[config.mk]
export PLATFORM = sky130hd
export DESIGN_NAME = wildcard_glob_matcher_unit
export DESIGN_NICKNAME = d
export VERILOG_FILES = /design/src/rtl/wgm_pkg.sv /design/src/rtl/wgm_cell.sv /design/src/rtl/wgm_rsp_buffer.sv /design/src/rtl/wildcard_glob_matcher_unit.sv
export VERILOG_INCLUDE_DIRS = /design/src /design/src/rtl
export SDC_FILE = /design/constraint.sdc
export NUM_CORES = 1
export LEC_CHECK = 0
export ABC_AREA = 1
export BUFFER_PORTS_ARGS = -buffer_cell sky130_fd_sc_hd__buf_2
export CORE_AREA = 2 2 210 212
export CTS_CLUSTER_SIZE = 20
export DETAILED_ROUTE_END_ITERATION = 16
export DIE_AREA = 0 0 212 214
export GPL_TIMING_DRIVEN = 1
export PLACE_DENSITY_LB_ADDON = 0.3
export SLEW_MARGIN = 20
export SYNTH_ARGS = -nofsm -noshare
export SYNTH_HDL_FRONTEND = slang
export SYNTH_HIERARCHICAL = 1
export SYNTH_SLANG_ARGS = --single-unit
export TNS_END_PERCENT = 10
[constraint.sdc]
create_clock -name clock -period 14.9 [get_ports clock]
set_clock_uncertainty 0.1 [all_clocks]
set_input_delay 2.98 -clock clock [delete_from_list [all_inputs] [get_ports clock]]
set_output_delay 2.98 -clock clock [all_outputs]
set_load 0.005 [all_outputs]
[src/rtl/assert_macros.svh]
// Assertion macros shared by the matcher RTL.
`ifndef ASSERT_MACROS_SVH
`define ASSERT_MACROS_SVH

// Clocked property check, disabled while reset is asserted.
`define WGM_ASSERT(lbl, clk, rst, prop, msg) \
   lbl: assert property (@(posedge clk) disable iff (rst) prop) else $error(msg);

// Condition that must never be seen at a clock edge.
`define WGM_NEVER(lbl, clk, rst, expr, msg) \
   `WGM_ASSERT(lbl, clk, rst, !(expr), msg)

`endif

[src/rtl/wgm_pkg.sv]
// Shared constants and types for the star-only glob matcher.
`timescale 1ns / 1ps
`default_nettype none

package wgm_pkg;

   localparam int PATTERN_DEPTH = 32;
   localparam int IDX_W         = $clog2(PATTERN_DEPTH);
   localparam int LEN_W         = $clog2(PATTERN_DEPTH + 1);
   localparam int CODE_W        = 8;

   localparam logic [CODE_W-1:0] STAR_CODE = 8'hFF;

   localparam logic KIND_WRITE = 1'b0;
   localparam logic KIND_TEXT  = 1'b1;

   // Per-beat control broadcast to every cell.
   typedef struct packed {
      logic              wr_en;
      logic [IDX_W-1:0]  wr_index;
      logic [CODE_W-1:0] wr_code;
      logic              advance;
      logic              restart;
      logic [CODE_W-1:0] text_byte;
   } cell_ctrl_type;

endpackage

`default_nettype wire

[src/rtl/wgm_cell.sv]
// One pattern position: entry code, reach bit, and its links to the neighbors.
`timescale 1ns / 1ps
`default_nettype none

module wgm_cell
   import wgm_pkg::*;
(
   input  wire logic             clock,
   input  wire logic             reset,
   input  wire logic [IDX_W-1:0] cell_pos,
   input  wire logic [LEN_W-1:0] len,
   input  wire cell_ctrl_type    ctrl,
   input  wire logic             closed_in,
   output logic                  closed_out,
   input  wire logic             shift_in,
   output logic                  shift_out,
   input  wire logic             suffix_in,
   output logic                  suffix_out,
   output logic                  hit
);

   logic [CODE_W-1:0] code_ff;
   logic [CODE_W-1:0] code_in;
   logic              reach_ff;
   logic              reach_in;
   logic              in_range;
   logic              le_len;
   logic              is_star;
   logic              closed;
   logic              next_bit;
   logic              vec_bit;

   always_comb begin
      in_range   = {1'b0, cell_pos} < len;
      le_len     = {1'b0, cell_pos} <= len;
      is_star    = code_ff == STAR_CODE;
      closed     = (reach_ff & le_len) | closed_in;
      closed_out = closed & is_star & in_range;
      shift_out  = closed & in_range & !is_star & (code_ff == ctrl.text_byte);
      next_bit   = (closed & is_star & in_range) | shift_in;
      // Trailing run of stars up to the pattern end
      suffix_out = in_range ? (is_star & suffix_in) : 1'b1;
      vec_bit    = ctrl.advance ? next_bit : (reach_ff & le_len);
      hit        = vec_bit & suffix_out & le_len;
   end

   always_comb begin
      code_in  = code_ff;
      reach_in = reach_ff;
      if (ctrl.wr_en && ctrl.wr_index == cell_pos) begin
         code_in = ctrl.wr_code;
      end
      if (ctrl.restart) begin
         reach_in = cell_pos == '0;
      end else if (ctrl.advance) begin
         reach_in = next_bit;
      end
   end

   always_ff @(posedge clock) begin
      code_ff <= code_in;
   end

   always_ff @(posedge clock) begin
      if (reset) begin
         reach_ff <= cell_pos == '0;
      end else begin
         reach_ff <= reach_in;
      end
   end

endmodule

`default_nettype wire

[src/rtl/wgm_rsp_buffer.sv]
// Two-entry result buffer between the cell row and the result channel.
`timescale 1ns / 1ps
`default_nettype none

module wgm_rsp_buffer
   import wgm_pkg::*;
(
   input  wire logic clock,
   input  wire logic reset,
   input  wire logic push,
   input  wire logic push_data,
   output logic      full,
   output logic      out_valid,
   output logic      out_data,
   input  wire logic out_ready
);

   logic [1:0] count_ff;
   logic [1:0] count_in;
   logic       slot0_ff;
   logic       slot0_in;
   logic       slot1_ff;
   logic       slot1_in;
   logic       pop;
   logic [1:0] wr_pos;

   always_comb begin
      full      = count_ff == 2'd2;
      out_valid = count_ff != 2'd0;
      out_data  = slot0_ff;
      pop       = out_valid & out_ready;
      wr_pos    = count_ff - {1'b0, pop};
      slot0_in  = slot0_ff;
      slot1_in  = slot1_ff;
      if (pop) begin
         slot0_in = slot1_ff;
      end
      if (push) begin
         if (wr_pos == 2'd0) begin
            slot0_in = push_data;
         end else begin
            slot1_in = push_data;
         end
      end
      count_in = count_ff + {1'b0, push} - {1'b0, pop};
   end

   always_ff @(posedge clock) begin
      slot0_ff <= slot0_in;
      slot1_ff <= slot1_in;
   end

   always_ff @(posedge clock) begin
      if (reset) begin
         count_ff <= 2'd0;
      end else begin
         count_ff <= count_in;
      end
   end

endmodule

`default_nettype wire

[src/rtl/wildcard_glob_matcher_unit.sv]
// Top level of the star-only glob matcher: cell row, length register, result buffer.
//
//   channel  | dir | beat carries
//   ---------+-----+--------------------------------------------------------
//   req_     | in  | pattern entry write or one text byte, tlast = end of text
//   rsp_     | out | one match flag per end of text
//   csr_     | in  | pattern length
//
// One request beat per cycle; a text beat runs the star closure through the
// cell row in the same cycle, and an end-of-text result is in the buffer on
// the next cycle. The request side stalls only while both result slots are
// full. Reset leaves the reach set at the start position and the length at 0;
// pattern entries hold nothing defined until written.
`timescale 1ns / 1ps
`default_nettype none
`include "assert_macros.svh"

module wildcard_glob_matcher_unit
   import wgm_pkg::*;
(
   input  wire logic             clock,
   input  wire logic             reset,
   input  wire logic             req_tvalid,
   output logic                  req_tready,
   // [4:0] entry_index, [12:5] entry_code, [20:13] text_byte, [21] has_byte
   input  wire logic [23:0]      req_tdata,
   // [0] kind
   input  wire logic             req_tuser,
   input  wire logic             req_tlast,
   output logic                  rsp_tvalid,
   input  wire logic             rsp_tready,
   // [0] matched
   output logic [7:0]            rsp_tdata,
   input  wire logic             csr_valid,
   output logic                  csr_ready,
   input  wire logic [LEN_W-1:0] csr_wdata
);

   logic [LEN_W-1:0]   len_ff;
   logic [LEN_W-1:0]   len_in;
   logic               reach_tail_ff;
   logic               reach_tail_in;
   logic               req_accept;
   logic               buf_full;
   logic               buf_data;
   logic               matched;
   logic               tail_hit;
   cell_ctrl_type      ctrl;
   logic [PATTERN_DEPTH:0]   closed_chain;
   logic [PATTERN_DEPTH:0]   shift_chain;
   logic [PATTERN_DEPTH:0]   suffix_chain;
   logic [PATTERN_DEPTH-1:0] hit_vec;

   assign csr_ready  = 1'b1;
   assign req_tready = !buf_full;
   assign req_accept = req_tvalid & req_tready;

   always_comb begin
      ctrl.wr_en     = req_accept & (req_tuser == KIND_WRITE);
      ctrl.wr_index  = req_tdata[4:0];
      ctrl.wr_code   = req_tdata[12:5];
      ctrl.text_byte = req_tdata[20:13];
      ctrl.advance   = req_accept & (req_tuser == KIND_TEXT) & req_tdata[21];
      ctrl.restart   = req_accept & (req_tuser == KIND_TEXT) & req_tlast;
   end

   assign closed_chain[0]             = 1'b0;
   assign shift_chain[0]              = 1'b0;
   assign suffix_chain[PATTERN_DEPTH] = 1'b1;

   for (genvar p = 0; p < PATTERN_DEPTH; p++) begin : g_cell
      wgm_cell u_cell (
         .clock      (clock),
         .reset      (reset),
         .cell_pos   (IDX_W'(p)),
         .len        (len_ff),
         .ctrl       (ctrl),
         .closed_in  (closed_chain[p]),
         .closed_out (closed_chain[p+1]),
         .shift_in   (shift_chain[p]),
         .shift_out  (shift_chain[p+1]),
         .suffix_in  (suffix_chain[p+1]),
         .suffix_out (suffix_chain[p]),
         .hit        (hit_vec[p])
      );
   end

   // Position past the last entry: reachable only by consuming entry DEPTH-1
   always_comb begin
      tail_hit = (len_ff == LEN_W'(PATTERN_DEPTH)) &
                 (ctrl.advance ? shift_chain[PATTERN_DEPTH] : reach_tail_ff);
      matched  = (|hit_vec) | tail_hit;
      reach_tail_in = reach_tail_ff;
      if (ctrl.restart) begin
         reach_tail_in = 1'b0;
      end else if (ctrl.advance) begin
         reach_tail_in = shift_chain[PATTERN_DEPTH];
      end
   end

   // Saturate the length at the store depth
   always_comb begin
      len_in = len_ff;
      if (csr_valid && csr_ready) begin
         len_in = (csr_wdata > LEN_W'(PATTERN_DEPTH)) ? LEN_W'(PATTERN_DEPTH) : csr_wdata;
      end
   end

   always_ff @(posedge clock) begin
      if (reset) begin
         len_ff        <= '0;
         reach_tail_ff <= 1'b0;
      end else begin
         len_ff        <= len_in;
         reach_tail_ff <= reach_tail_in;
      end
   end

   wgm_rsp_buffer u_rsp_buffer (
      .clock     (clock),
      .reset     (reset),
      .push      (ctrl.restart),
      .push_data (matched),
      .full      (buf_full),
      .out_valid (rsp_tvalid),
      .out_data  (buf_data),
      .out_ready (rsp_tready)
   );

   assign rsp_tdata = {7'b0, buf_data};

   `WGM_ASSERT(a_eot_gives_result, clock, reset, ctrl.restart |=> rsp_tvalid, "no result after end of text")
   `WGM_ASSERT(a_restart_clears_tail, clock, reset, ctrl.restart |=> !reach_tail_ff, "tail reach bit survived restart")
   `WGM_ASSERT(a_write_keeps_tail, clock, reset, ctrl.wr_en |=> $stable(reach_tail_ff), "pattern write moved reach set")
   `WGM_NEVER(a_stall_needs_backlog, clock, reset, !req_tready && !rsp_tvalid, "request stalled with no result pending")

endmodule

`default_nettype wire

Yosys cells after proc, flatten, opt, wreduce, memory -nomap -nowiden
Cells that the tools add are included.

storage, ports and cells
  flip-flop bits (word level) = 299
  word-level logic and storage cells = 733
  memory bits (read-only) = 0
  bits in writable memories = 0
  bits in latches = 0
  memories = 0

operators by class
  $mul = 0
  div/mod/pow operators = 0
  equal/unequal tests = 97
  shifts and indexed selects = 0
  add/subtract/negate cells = 3
  mux-type cells = 69
  reduce and logical (&&, ||, !) cells = 71
  order comparisons = 65
  bitwise logic cells = 359

operator list
  operator                                                                      count
  1-bit AND                                                                     294
  8-bit equality test                                                           32
  8-bit equality test (second input constant)                                   32
  5-bit by 6-bit <= comparator with 1-bit output (first input constant)         16
  5-bit by 6-bit less-than comparator with 1-bit output (first input constant)  16
  5-bit equality test (second input constant)                                   16
  1-bit two-way mux                                                             68
  1-bit bitwise OR                                                              63
  4-bit by 6-bit <= comparator with 1-bit output (first input constant)         8
  4-bit by 6-bit less-than comparator with 1-bit output (first input constant)  8
  5-bit by 4-bit equality test with 1-bit output (second input constant)        8
  1-bit logical NOT                                                             33
  1-bit logical AND                                                             32
  32-bit OR reduction                                                           1
  3-bit by 6-bit <= comparator with 1-bit output (first input constant)         4
  3-bit by 6-bit less-than comparator with 1-bit output (first input constant)  4
  5-bit by 3-bit equality test with 1-bit output (second input constant)        4
  1-bit by 6-bit <= comparator with 1-bit output (first input constant)         2
  2-bit by 6-bit <= comparator with 1-bit output (first input constant)         2
  1-bit by 6-bit less-than comparator with 1-bit output (first input constant)  2
  2-bit by 6-bit less-than comparator with 1-bit output (first input constant)  2
  5-bit by 2-bit equality test with 1-bit output (second input constant)        2
  6-bit equality test (second input constant)                                   1
  6-bit > comparator (second input constant)                                    1
  11 further kinds                                                              13

Longest topological paths before layout
  depth after elaboration = 105
  depth in mapped cells = 110
  gate-level depth less buffers = 110

By module
The synthesis kept the hierarchy.

by module, submodules not included
  module                            area an instance (sq um)  cells each  sequential area each (sq um)  instances
  wgm_cell (g_cell[0].u_cell ...)   765.7                     98          270.3                         17
  wgm_cell (g_cell[25].u_cell ...)  764.5                     98          270.3                         15
  wildcard_glob_matcher_unit        529.3                     96          140.1                         1
  wgm_rsp_buffer                    216.5                     33          90.1                          1

Least setup slack after synthesis
No wires, ideal clock.

  kind = register to register
  start point = reg len_ff[5]
  end point = reg u_rsp_buffer.slot1_ff, data pin
  arrival = 15.001 ns
  setup slack = -0.460 ns
  setup time = 0.259 ns
  period minus slack after synthesis = 15.360 ns
  stages on the path, launching flop included = 108
  required time = 14.541 ns
  cell sequence = dfxtp_1 inv_1 nand2_1 nor2_2 nand2_2 nand4_2 inv_1 or2_2 nand4_2 inv_1 or2_2 nand4_2 inv_1 or2_2 nand4_2 inv_1 or2_2 nand4_2 [72 not listed] inv_1 or2_2 nand4_2 inv_1 or2_2 nand4_2 inv_1 or2_2 nand4_2 nand3_1 nand2_1 inv_1 nor2_1 nand2_1 nor2_1 nand2_1 nor2_1 nand2_1

on the way
  word-level cells in the longest chain between the ends = 103

ends and longest elaborated chain
  element                                         line                               RTL
  from (decl)                                     wildcard_glob_matcher_unit.sv:39   logic [LEN_W-1:0] len_ff;
  from (signal assigned)                          wildcard_glob_matcher_unit.sv:114  len_ff <= len_in;
  1-bit by 6-bit <= comparator with 1-bit output  wgm_cell.sv:35                     le_len = {1'b0, cell_pos} <= len;
  1-bit AND                                       wgm_cell.sv:37                     closed = (reach_ff & le_len) | closed_in;
  1-bit AND                                       wgm_cell.sv:38                     closed_out = closed & is_star & in_range;
  1-bit AND *                                     wgm_cell.sv:38
  net closed_chain[1]                             wildcard_glob_matcher_unit.sv:49   logic [PATTERN_DEPTH:0] closed_chain;
  1-bit bitwise OR *                              wgm_cell.sv:37
  1-bit AND * (2 in a row)                        wgm_cell.sv:38
  net closed_chain[2]                             wildcard_glob_matcher_unit.sv:49
  [3 not listed]                                  -
  net closed_chain[3]                             wildcard_glob_matcher_unit.sv:49
  [3 not listed]                                  -
  net closed_chain[4]                             wildcard_glob_matcher_unit.sv:49
  [3 not listed]                                  -
  net closed_chain[5]                             wildcard_glob_matcher_unit.sv:49
  [3 not listed]                                  -
  net closed_chain[6]                             wildcard_glob_matcher_unit.sv:49
  [3 not listed]                                  -
  net closed_chain[7]                             wildcard_glob_matcher_unit.sv:49
  [3 not listed]                                  -
  net closed_chain[8]                             wildcard_glob_matcher_unit.sv:49
  [3 not listed]                                  -
  net closed_chain[9]                             wildcard_glob_matcher_unit.sv:49
  [3 not listed]                                  -
  net closed_chain[10]                            wildcard_glob_matcher_unit.sv:49
  [3 not listed]                                  -
  net closed_chain[11]                            wildcard_glob_matcher_unit.sv:49
  [3 not listed]                                  -
  net closed_chain[12]                            wildcard_glob_matcher_unit.sv:49
  [3 not listed]                                  -
  net closed_chain[13]                            wildcard_glob_matcher_unit.sv:49
  [3 not listed]                                  -
  net closed_chain[14]                            wildcard_glob_matcher_unit.sv:49
  [3 not listed]                                  -
  net closed_chain[15]                            wildcard_glob_matcher_unit.sv:49
  [3 not listed]                                  -
  net closed_chain[16]                            wildcard_glob_matcher_unit.sv:49
  [3 not listed]                                  -
  net closed_chain[17]                            wildcard_glob_matcher_unit.sv:49
  [3 not listed]                                  -
  net closed_chain[18]                            wildcard_glob_matcher_unit.sv:49
  [3 not listed]                                  -
  net closed_chain[19]                            wildcard_glob_matcher_unit.sv:49
  [3 not listed]                                  -
  net closed_chain[20]                            wildcard_glob_matcher_unit.sv:49
  [3 not listed]                                  -
  net closed_chain[21]                            wildcard_glob_matcher_unit.sv:49
  [3 not listed]                                  -
  net closed_chain[22]                            wildcard_glob_matcher_unit.sv:49
  [3 not listed]                                  -
  net closed_chain[23]                            wildcard_glob_matcher_unit.sv:49
  [3 not listed]                                  -
  net closed_chain[24]                            wildcard_glob_matcher_unit.sv:49
  [3 not listed]                                  -
  net closed_chain[25]                            wildcard_glob_matcher_unit.sv:49
  [3 not listed]                                  -
  net closed_chain[26]                            wildcard_glob_matcher_unit.sv:49
  [3 not listed]                                  -
  net closed_chain[27]                            wildcard_glob_matcher_unit.sv:49
  [3 not listed]                                  -
  net closed_chain[28]                            wildcard_glob_matcher_unit.sv:49
  [3 not listed]                                  -
  net closed_chain[29]                            wildcard_glob_matcher_unit.sv:49
  [3 not listed]                                  -
  net closed_chain[30]                            wildcard_glob_matcher_unit.sv:49
  [3 not listed]                                  -
  net closed_chain[31]                            wildcard_glob_matcher_unit.sv:49
  [1 not listed]                                  -
  1-bit AND * (2 in a row)                        wgm_cell.sv:40                     next_bit = (closed & is_star & in_range) | shift_in;
  1-bit bitwise OR *                              wgm_cell.sv:40
  1-bit two-way mux *                             wgm_cell.sv:43                     vec_bit = ctrl.advance ? next_bit : (reach_ff & le_len);
  1-bit AND * (2 in a row)                        wgm_cell.sv:44                     hit = vec_bit & suffix_out & le_len;
  net hit_vec[31]                                 wildcard_glob_matcher_unit.sv:52   logic [PATTERN_DEPTH-1:0] hit_vec;
  32-bit OR reduction *                           wildcard_glob_matcher_unit.sv:92   matched = (|hit_vec) | tail_hit;
  1-bit bitwise OR *                              wildcard_glob_matcher_unit.sv:92
  net matched                                     wildcard_glob_matcher_unit.sv:46   logic matched;
  to (signal assigned)                            wgm_rsp_buffer.sv:50               slot1_ff <= slot1_in;
  to (decl)                                       wgm_rsp_buffer.sv:22               logic slot1_ff;

The timed path passes the listed nets; every way through them passes the cells marked *.
A chain may end at the register's enable or synchronous reset.

Worst setup path in the final report
  start point = reg len_ff[1]
  end point = reg u_rsp_buffer.slot0_ff (netlist: u_rsp_buffer/out_data)

on the way
  word-level cells in the longest chain between the ends = 105

ends and longest elaborated chain
  element                                         line                              RTL
  1-bit by 6-bit <= comparator with 1-bit output  wgm_cell.sv:35
  1-bit AND                                       wgm_cell.sv:37
  1-bit AND                                       wgm_cell.sv:38
  1-bit AND *                                     wgm_cell.sv:38
  net closed_chain[1]                             wildcard_glob_matcher_unit.sv:49
  1-bit bitwise OR *                              wgm_cell.sv:37
  1-bit AND * (2 in a row)                        wgm_cell.sv:38
  net closed_chain[2]                             wildcard_glob_matcher_unit.sv:49
  [3 not listed]                                  -
  net closed_chain[3]                             wildcard_glob_matcher_unit.sv:49
  [3 not listed]                                  -
  net closed_chain[4]                             wildcard_glob_matcher_unit.sv:49
  [3 not listed]                                  -
  net closed_chain[5]                             wildcard_glob_matcher_unit.sv:49
  [3 not listed]                                  -
  net closed_chain[6]                             wildcard_glob_matcher_unit.sv:49
  [3 not listed]                                  -
  net closed_chain[7]                             wildcard_glob_matcher_unit.sv:49
  [3 not listed]                                  -
  net closed_chain[8]                             wildcard_glob_matcher_unit.sv:49
  [3 not listed]                                  -
  net closed_chain[9]                             wildcard_glob_matcher_unit.sv:49
  [3 not listed]                                  -
  net closed_chain[10]                            wildcard_glob_matcher_unit.sv:49
  [3 not listed]                                  -
  net closed_chain[11]                            wildcard_glob_matcher_unit.sv:49
  [3 not listed]                                  -
  net closed_chain[12]                            wildcard_glob_matcher_unit.sv:49
  [3 not listed]                                  -
  net closed_chain[13]                            wildcard_glob_matcher_unit.sv:49
  [3 not listed]                                  -
  net closed_chain[14]                            wildcard_glob_matcher_unit.sv:49
  [3 not listed]                                  -
  net closed_chain[15]                            wildcard_glob_matcher_unit.sv:49
  [3 not listed]                                  -
  net closed_chain[16]                            wildcard_glob_matcher_unit.sv:49
  [3 not listed]                                  -
  net closed_chain[17]                            wildcard_glob_matcher_unit.sv:49
  [3 not listed]                                  -
  net closed_chain[18]                            wildcard_glob_matcher_unit.sv:49
  [3 not listed]                                  -
  net closed_chain[19]                            wildcard_glob_matcher_unit.sv:49
  [3 not listed]                                  -
  net closed_chain[20]                            wildcard_glob_matcher_unit.sv:49
  [3 not listed]                                  -
  net closed_chain[21]                            wildcard_glob_matcher_unit.sv:49
  [3 not listed]                                  -
  net closed_chain[22]                            wildcard_glob_matcher_unit.sv:49
  [3 not listed]                                  -
  net closed_chain[23]                            wildcard_glob_matcher_unit.sv:49
  [3 not listed]                                  -
  net closed_chain[24]                            wildcard_glob_matcher_unit.sv:49
  [3 not listed]                                  -
  net closed_chain[25]                            wildcard_glob_matcher_unit.sv:49
  [3 not listed]                                  -
  net closed_chain[26]                            wildcard_glob_matcher_unit.sv:49
  [3 not listed]                                  -
  net closed_chain[27]                            wildcard_glob_matcher_unit.sv:49
  [3 not listed]                                  -
  net closed_chain[28]                            wildcard_glob_matcher_unit.sv:49
  [3 not listed]                                  -
  net closed_chain[29]                            wildcard_glob_matcher_unit.sv:49
  [3 not listed]                                  -
  net closed_chain[30]                            wildcard_glob_matcher_unit.sv:49
  [3 not listed]                                  -
  net closed_chain[31]                            wildcard_glob_matcher_unit.sv:49
  [5 not listed]                                  -
  1-bit AND * (2 in a row)                        wgm_cell.sv:44
  net hit_vec[31]                                 wildcard_glob_matcher_unit.sv:52
  32-bit OR reduction *                           wildcard_glob_matcher_unit.sv:92
  1-bit bitwise OR *                              wildcard_glob_matcher_unit.sv:92
  net matched                                     wildcard_glob_matcher_unit.sv:46
  1-bit two-way mux *                             wgm_rsp_buffer.sv:39              if (wr_pos == 2'd0) begin
  1-bit two-way mux *                             wgm_rsp_buffer.sv:38              if (push) begin
  net u_rsp_buffer.slot0_in                       wgm_rsp_buffer.sv:21              logic slot0_in;
  to (signal assigned)                            wgm_rsp_buffer.sv:49              slot0_ff <= slot0_in;
  to (decl)                                       wgm_rsp_buffer.sv:20              logic slot0_ff;

Marked as above.

==> metrics.yaml <==
htreeDepth: 2
cp_num_cells: 110
ir_worst_vdd_v: 0.0000865
antenna_left: 0
place_congestion: 0.818
worst_path_most_repeated_cell: "inv_1"
firstDrtPassIters: 6
fmax_ghz: 0.0709
std_cell_rows: 76
whs_path_depth: 4
worstPathRequired_ns: 15.21
numCtsBuffers: 36
syn_inst: 3264
hpwl_mm: 39.1
placed_cells: 4444
routed_via_density: 4.79
die-width_um: 212
hold_viol: 0
wl_met2_mm: 31.1
critPathCaptureType: "flip-flop"
path_class: "reg -> reg"
clockBufferDepth: 3
die_area_um2: 45400
avgSynthCellArea_um2: 7.73
coreArea_um2: 42900
slew_violations: 0
fin_cells: 4515
rsz0062_at_grt: "no"
path_delay_family: "simple AND/OR/NAND/NOR gates"
final_util_pct: 69.7
cp_max_fo: 2
wl_per_cell_um: 14.4
die_height_um: 214
post-route-period-util_pct: 94.7
top_level_ports: 48
grt_usage_pct: 29.1
fillers: 3409
post-route-min-period_ns: 14.11
route.met3.wl_mm: 4.52
hold_path.class: "reg -> reg"
cts_tree: "done"
placed_area_um2: 28500
cts_sinks: 299
drc_errors: 0
maxCapViolations: 0
diodes: 0
reg2regPathDepth: 110
setup_viol: 0
crit_buf_inv: 34
crit_arrival_ns: 14.42
finalWirelength_mm: 64.9
drt-met1-wl_mm: 26.6
drive_above_1_share_pct: 12.2
slew_headroom_pct: 24.7
fin_nets: 4103
cpPeakStageDelay_ns: 0.34
cpMaxStageDelayCell: "dfxtp_4"
start_util_pct: 58.8
syn-cell-area_um2: 25200
grt_antenna_before_repair: 0
dr.max_layer_used: "met4"
p_leak_nw: 14.7
worst_pin_slew_ns: 1.13
grt_pass1_wl_mm: 102
first_global_vias: 20482
area_growth_pct: 18.6
ys_warn_count: 6
clkTransAtPathRegs_ns: 0.06
status: "complete, no violations"
grt_start_max_net_pins: 74
cp-start-kind: "flip-flop"
power_density_nw_per_um2: 76.3
clk-insertion-delay-late_ns: 0.54
cts_hold_buf: 0
vias: 21645
clockRootBuffer: "clkbuf_16"
grt-ovfl-total: 0
finalInstanceArea_um2: 29900
port_buffers: 37
drtIter0Drc: 1440
## state kept, by name, indices dropped and copies added, names as in the netlist
name                    cells
u_rsp_buffer/count_ff       2
g_cell.u_cell/reach_ff     32
u_rsp_buffer/slot1_ff       1
reach_tail_ff               1
len_ff                      6
g_cell.u_cell/code_ff     256
u_rsp_buffer/out_data       1
## tightest hold or removal path, stage by stage (launching register included)
cell	delay [ns]
dfxtp_1	0.31
inv_1	0.05
nand2_1	0.04
nand3_1	0.06
nand2_1	0.05
## cell type report
| class | count | area (um^2) | area share, % |
|---|---|---|---|
| inverters | 625 | 2350 | 7.85 |
| repair buffers | 123 | 831 | 2.78 |
| clock inverters | 17 | 203 | 0.678 |
| multi-input cells | 2820 | 15900 | 53.3 |
| flip-flops and latches | 299 | 8900 | 29.8 |
| well taps | 585 | 732 | 2.45 |
| clock buffers | 46 | 960 | 3.21 |
## placed cells by master, fill, tap and decap left out, drive strengths merged
master      n
xor2      192
clkinvlp    1
clkinv     12
bufinv      5
buf       123
edfxtp    289
nor2      305
o21bai     32
xnor2     128
inv       624
nand4      66
or2        97
a21boi     32
clkbuf     46
o21ai       4
nand2     897
nor3      209
dfxtp      10
a21oi      39
ha        161
nand3     135
conb      491
o22ai      32
## through the flow
stage	total power, mW	hold slack (ns)	setup slack [ns]	TNS [ns]
2_1_floorplan	1.27	0.409	0.0174	0
3_3_place_gp	1.39	0.442	-0.397	-0.790
3_5_place_dp	1.40	0.434	-0.522	-1.18
4_1_cts	2.28	0.443	0.0362	0
5_1_grt	2.38	0.528	0.0394	0
6_report	2.28	0.459	0.792	0
## worst paths after layout
kind	startpoint	end	slack, ns
setup / recovery	len_ff[1]	u_rsp_buffer/out_data	0.79
hold / removal	u_rsp_buffer/out_data	u_rsp_buffer/out_data	0.46
setup reg to reg	len_ff[1]	u_rsp_buffer/out_data	0.79
hold reg to reg	u_rsp_buffer/out_data	u_rsp_buffer/out_data	0.46
## timing repair
action,4_1_cts,5_1_grt
setup buffers,6,2
endpoints found under the setup margin,4,4
resized for setup,10,19
endpoints found under the hold margin,0,0
pin swaps,11,8
## metal layers
metal  track usage [%]  up-vias
met5                 0        -
met4              11.4        0
met3              3.45      183
met2              51.1      639
met1              36.2     9695
li1                  -    11128
## report_power, final
group	switching, mW	total [mW]	internal [mW]
combinational	0.299	0.458	0.159
clock	0.344	0.883	0.539
sequential	0.00650	0.942	0.936
total	0.649	2.28	1.63
(Power assumes the default switching activity.)
